**config.mk**
```make
export PLATFORM = sky130hd
export DESIGN_NAME = ols_cell
export DESIGN_NICKNAME = d
export VERILOG_FILES = /design/src/sv/ols_pkg.sv /design/src/sv/ols_cell.sv
export SDC_FILE = /design/constraint.sdc
export NUM_CORES = 1
export LEC_CHECK = 0
export BUFFER_PORTS_ARGS = -buffer_cell sky130_fd_sc_hd__buf_2
export CELL_PAD_IN_SITES_DETAIL_PLACEMENT = 1
export CELL_PAD_IN_SITES_GLOBAL_PLACEMENT = 1
export CORE_AREA = 2 2 98 100
export CTS_CLUSTER_DIAMETER = 100
export DETAILED_ROUTE_END_ITERATION = 7
export DIE_AREA = 0 0 100 102
export PLACE_DENSITY = 0.84
export SLEW_MARGIN = 20
export SYNTH_ARGS = -nofsm -noshare
export SYNTH_HDL_FRONTEND = slang
export SYNTH_SLANG_ARGS = --single-unit
export TNS_END_PERCENT = 30
```
**constraint.sdc**
```tcl
create_clock -name clock -period 4.42 [get_ports clock]
set_input_delay 0.221 -clock clock [delete_from_list [all_inputs] [get_ports clock]]
set_output_delay 0.221 -clock clock [all_outputs]
set_load 0.005 [all_outputs]
```
**src/sv/ols_pkg.sv**
```systemverilog
// Shared constants, codes and types for the ordered list store.
`default_nettype none

package ols_pkg;

   localparam int CAPACITY = 64;
   localparam int IDX_W    = (CAPACITY > 1) ? $clog2(CAPACITY) : 1;
   localparam int CNT_W    = $clog2(CAPACITY + 1);
   localparam int GRP_SIZE = 8;
   localparam int GRP_NUM  = (CAPACITY + GRP_SIZE - 1) / GRP_SIZE;

   localparam int MODE_W = 3;
   localparam int DATA_W = 32;
   localparam int POS_W  = 16;
   localparam int STAT_W = 2;
   localparam int ECNT_W = 7;

   localparam logic [MODE_W-1:0] MODE_INS_FRONT = 3'd0;
   localparam logic [MODE_W-1:0] MODE_INS_REAR  = 3'd1;
   localparam logic [MODE_W-1:0] MODE_INS_POS   = 3'd2;
   localparam logic [MODE_W-1:0] MODE_DEL_FRONT = 3'd3;
   localparam logic [MODE_W-1:0] MODE_DEL_REAR  = 3'd4;

   localparam logic [STAT_W-1:0] ST_DONE  = 2'd0;
   localparam logic [STAT_W-1:0] ST_EMPTY = 2'd1;
   localparam logic [STAT_W-1:0] ST_FULL  = 2'd2;

   typedef logic signed [DATA_W-1:0] word_type;

   typedef enum logic [1:0] {
      OP_HOLD,
      OP_INSERT,
      OP_POP
   } cell_op_type;

   // Broadcast to every cell in the chain.
   typedef struct packed {
      cell_op_type      op;
      logic [IDX_W-1:0] ins_idx;
      logic [IDX_W-1:0] rear_idx;
      word_type         value;
   } cell_cmd_type;

   typedef struct packed {
      logic [STAT_W-1:0] status;
      word_type          removed_value;
      logic [ECNT_W-1:0] element_count;
   } result_type;

endpackage

`default_nettype wire

```
**src/sv/ols_cell.sv**
```systemverilog
// One storage cell of the list chain: holds one element, shifts with its neighbors.
`default_nettype none

module ols_cell (
   input  logic                        clock,
   input  ols_pkg::cell_cmd_type       cmd,
   input  logic [ols_pkg::IDX_W-1:0]   cell_index,
   input  ols_pkg::word_type           left_data,
   input  ols_pkg::word_type           right_data,
   output ols_pkg::word_type           data,
   output ols_pkg::word_type           rear_data
);

   ols_pkg::word_type data_ff;
   ols_pkg::word_type data_in;

   always_comb begin
      data_in = data_ff;
      unique case (cmd.op)
         ols_pkg::OP_HOLD: begin
            data_in = data_ff;
         end
         ols_pkg::OP_INSERT: begin
            // take the new value at the slot, move everything behind it one place back
            if (cell_index == cmd.ins_idx) begin
               data_in = cmd.value;
            end else if (cell_index > cmd.ins_idx) begin
               data_in = left_data;
            end
         end
         ols_pkg::OP_POP: begin
            data_in = right_data;
         end
         default: begin
            data_in = data_ff;
         end
      endcase
   end

   always_ff @(posedge clock) begin
      data_ff <= data_in;
   end

   assign data      = data_ff;
   assign rear_data = (cell_index == cmd.rear_idx) ? data_ff : '0;

endmodule

`default_nettype wire

```
Yosys cells after proc, flatten, opt, wreduce, memory -nomap -nowiden
Index checks and enable logic that the tools add are counted.

word-level totals
  word-level logic and storage cells = 13
  output and inout port bits = 64
  register bits = 32
  bits of input ports = 117

operators by class
  order comparisons = 1
  muxes and demuxes = 4
  reductions and logical operators = 2
  equal/unequal tests = 5

operators by type and width
  cell                                            count
  two-way mux 32 bit                              3
  one-hot mux 32 bit (2 select lines)             1
  == test 6 bit                                   2
  greater-than comparator 6 bit                   1
  != test 3 bit (second input constant)           1
  == test 2 x 1 -> 1 bit (second input constant)  1
  == test 2 bit (second input constant)           1
  AND reduction 2 bit                             1
  nonzero test 2 bit                              1

Longest topological paths before layout
  word-level depth = 4
  depth in mapped cells = 7
  mapped depth without buffers = 5

Least setup slack after synthesis
No wires, ideal clock.

  path type = input -> register
  from = input cmd[43] (netlist bit)
  to = register data_ff[0], in the netlist data[0] (enable)
  arrival = 2.747 ns
  required time = 3.980 ns
  cell stages on the path = 5
  setup slack = 1.233 ns
  buffers on the path = 0
  library setup time = 0.440 ns
  cell sequence = inv_1 > ha_1 > nand4_1 > o22a_1 > a41oi_1

on the way
  word-level cells in the longest chain between the ends = 3
  elaborated cells between the ends (all ways) = 4
  those cells by class = 1 x order compare; 2 x eq/ne; 1 x reduce/logical

RTL lines
  element                                                                line                            text
  start, declared                                                        ols_cell.sv:6                   input ols_pkg::cell_cmd_type cmd,
  greater-than comparator 6 bit / == test 6 bit (equally long branches)  ols_cell.sv:27, ols_cell.sv:25
  != test 3 bit (no source line) (*)                                     -
  AND reduction 2 bit (no source line) (*)                               -
  end signal, assigned                                                   ols_cell.sv:41                  data_ff <= data_in;
  end, declared                                                          ols_cell.sv:14                  ols_pkg::word_type data_ff;

Every way passes the cells marked *; elsewhere a longest branch is shown, timed or not.
A chain may end at the register's enable or synchronous reset.

Worst setup path in the final report
  from = input cell_index[0] (netlist bit)
  to = register data_ff[16], in the netlist data[16] (enable)

on the way
  word-level cells in the longest chain between the ends = 3
  elaborated cells between the ends (all ways) = 4
  those cells by class = 1 x order compare; 2 x eq/ne; 1 x reduce/logical

RTL lines
  element                                                                line                            text
  start, declared                                                        ols_cell.sv:7                   input logic [ols_pkg::IDX_W-1:0] cell_index,
  greater-than comparator 6 bit / == test 6 bit (equally long branches)  ols_cell.sv:27, ols_cell.sv:25
  != test 3 bit (no source line) (*)                                     -
  AND reduction 2 bit (no source line) (*)                               -

Marks and branches as above.

==> results.md <==
* Buffers & Inverters on Critical Path at 5
* Gpl congestion at 0.754
* Pre-CTS setup slack at 1.53 ns
* Die Area at 10200 um2
* Status: completed
* Hold path depth at 3
* Layout Nets at 575
* Post-synth top area share at 38.8%
* Crit path required time at 4.40 ns
* Crit path time final at 2.29 ns
* CP most frequent cell: buf_4
* Global-route wire length before repair at 13600 um
* Hold path startpoint: right_data[20]
* Syn Inst Count at 287
* Startpoint types: input pin
* Final setup margin at 2.13 ns
* HPWL Detailed at 6860 um
* P_int at 0.678 mW
* Synth warnings at 0
* PwrDens at 281 nW/um2
* Tcrit/Tclk final at 51.7%
* CTS resizes at 0
* Maximum vdd drop at 0.125 mV
* CP peak stage delay at 0.47 ns
* Sw Share at 30.2%
* Relative slew slack at 59.8%
* Synth top area cells: edfxtp_1 (39%), nand4_1 (8.6%), a31oi_1 (8.1%)
* Post-CTS Setup Bufs at 0
* Vias per cell at 4.90
* Syn_area_per_cell at 8.64 um2
* Crit-path max FO at 33
* Max FFs per register at 32
* Hold EP: data[20]$_DFFE_PP_
* DR iter-0 viols at 63
* Layout cells sized above 1 at 45.5%
* Clock-pin slew on the worst setup and hold paths at 0.07 ns
* Most frequent cells in the layout: buf_2 (180), inv_1 (38), nand4_1 (34)
* CTS Sinks at 32
* Drt total wl at 8650 um
* CTS Buf Count at 5
* Vias at 2765
* I/O Buffers at 180
* DRT antenna net count at 0
* HP Class: input pin to register
* DRC at 0
* Final core occ at 37.9%
* Max-cap check violation count at 0
* Vias in the first global route at 2780
* WS Path Type: input pin to register
* Htree depth at 2
* Crit path DAT at 2.27 ns
* Initial Util at 27.2%
* Unique masters post-synth at 27
* Slowest-stage cell, CP: a41oi_4
* Register area share after synthesis at 38.8%
* Core Area at 9110 um2
* Largest area contributor in the netlist: edfxtp_1
* Pin count of the biggest net entering global routing at 65
* Post-synthesis register bit count at 32
* Gr ovfl total at 0
* Worst-Margin Slew at 0.603 ns
* Post-Syn Nets at 410
* Max Freq at 0.438 GHz
* Net Switching at 0.294 mW
* Setup_tns at 0 ns
* Antenna violations before repair at 0
* Final setup viols at 0
* Max Root-Sink Buffers at 2
* LEAKAGE at 1.62 nW
* Drt first pass iters at 4
* Diodes inserted at 0
* CP delay by family, top: buffers and inverters
* I/O pin total at 181
* Setup crit end kind: register
* DIE HEIGHT at 102 um
* CTS tree: yes
* Hold_buf cts at 0
* Cells along the critical path: buf_2 > inv_1 > ha_1 > buf_4 > nand2_1 > buf_4 > o22a_1 > a41oi_4 > buf_16
* Clock network power share at 28.6%
* Max Transition Viols Final at 0
* RSZ-0062 raised after global routing: no
* Most common cell after layout, fill and taps aside: buf_2
* Cell area after technology mapping at 2480 um2
* Die width at 100 um
* Sequential fraction of design power at 43.0%
* Logic gate share of total power at 28.4%
* Area grow syn2layout at 39.3%
* Clock root cell: clkbuf_8
* DR WL/cell at 15.3 um
* Gr usage total at 16.6%
* Core Rows at 35
* Final Hold Viols at 0
## Yosys cell counts, drive strengths merged
cell type and n:
dlymetal6s2s 2, buf 14, edfxtp 32, a31oi 32, and4 1, dlygate4sd1 1, nor3 32, nand2b 1
nor2b 1, xnor2 7, a41oi 1, o21ai 33, inv 38, clkbuf 14, nand4 34, nor2 32
a21oi 2, nand2 3, o22a 1, ha 6
## cell type report
| class | instances | area, um2 |
|---|---|---|
| Tap cell | 111 | 139 |
| Clock buffer | 5 | 68.8 |
| Clock inverter | 3 | 42.5 |
| Inverter | 38 | 143 |
| Fill cell | 1167 | 5660 |
| Sequential cell | 32 | 961 |
| Multi-Input combinational cell | 186 | 1110 |
| Timing Repair Buffer | 189 | 988 |
## worst max-delay path by stage
stage	startpoint	to	slack, ns	cells past startpoint
after CTS	cell_index[0]	data[16]$_DFFE_PP_	1.83	8
after global routing	cmd[39]	data[14]$_DFFE_PP_	1.96	8
after floorplan	cmd[43]	data[0]$_DFFE_PP_	1.23	5
after global placement	cell_index[0]	data[12]$_DFFE_PP_	1.59	8
final	cell_index[0]	data[16]$_DFFE_PP_	2.13	9
after detailed placement	cell_index[0]	data[11]$_DFFE_PP_	1.53	8
## cells by family (layout without fill, tap and decap cells)
logic type | count (synthesis) | after routing | share of synthesized area (%)
flip-flops | 32 | 32 | 38.8
AND/OR/NAND/NOR | 104 | 104 | 22.6
XOR/XNOR | 7 | 7 | 2.47
adder cells (fa/ha/maj) | 6 | 6 | 3.03
AO/OA/AOI/OAI | 69 | 69 | 15.9
buffers and inverters | 69 | 235 | 17.3
## power by group through the flow
stage                     Combinational [mW]  Sequential, mW  Clock (mW)
after floorplan                        0.145           0.429           0
after global placement                 0.263           0.424           0
after detailed placement               0.271           0.427           0
after CTS                              0.272           0.420       0.287
after global routing                   0.310           0.425       0.301
final                                  0.276           0.418       0.278
## per-stage QoR
| stage | cells | total power [mW] | area, um2 | hold WS [ns] |
|---|---|---|---|---|
| floorplan | 287 | 0.573 | 2480 | 0.475 |
| global placement | 555 | 0.687 | 3310 | 0.579 |
| detailed placement | 555 | 0.698 | 3310 | 0.583 |
| CTS | 563 | 0.979 | 3430 | 0.287 |
| global route | 564 | 1.03 | 3450 | 0.311 |
| finish | 564 | 0.972 | 3450 | 0.300 |
## metal layers
| metal | wire, um | up-vias | track usage [%] |
|---|---|---|---|
| li1 | - | 1369 | - |
| met1 | 3680 | 1274 | 19.5 |
| met4 | 81 | 0 | 4.00 |
| met3 | 513 | 4 | 2.74 |
| met2 | 4370 | 118 | 31.7 |
| met5 | 0 | - | 0 |
Note: power is estimated with default switching activity, not from simulation.
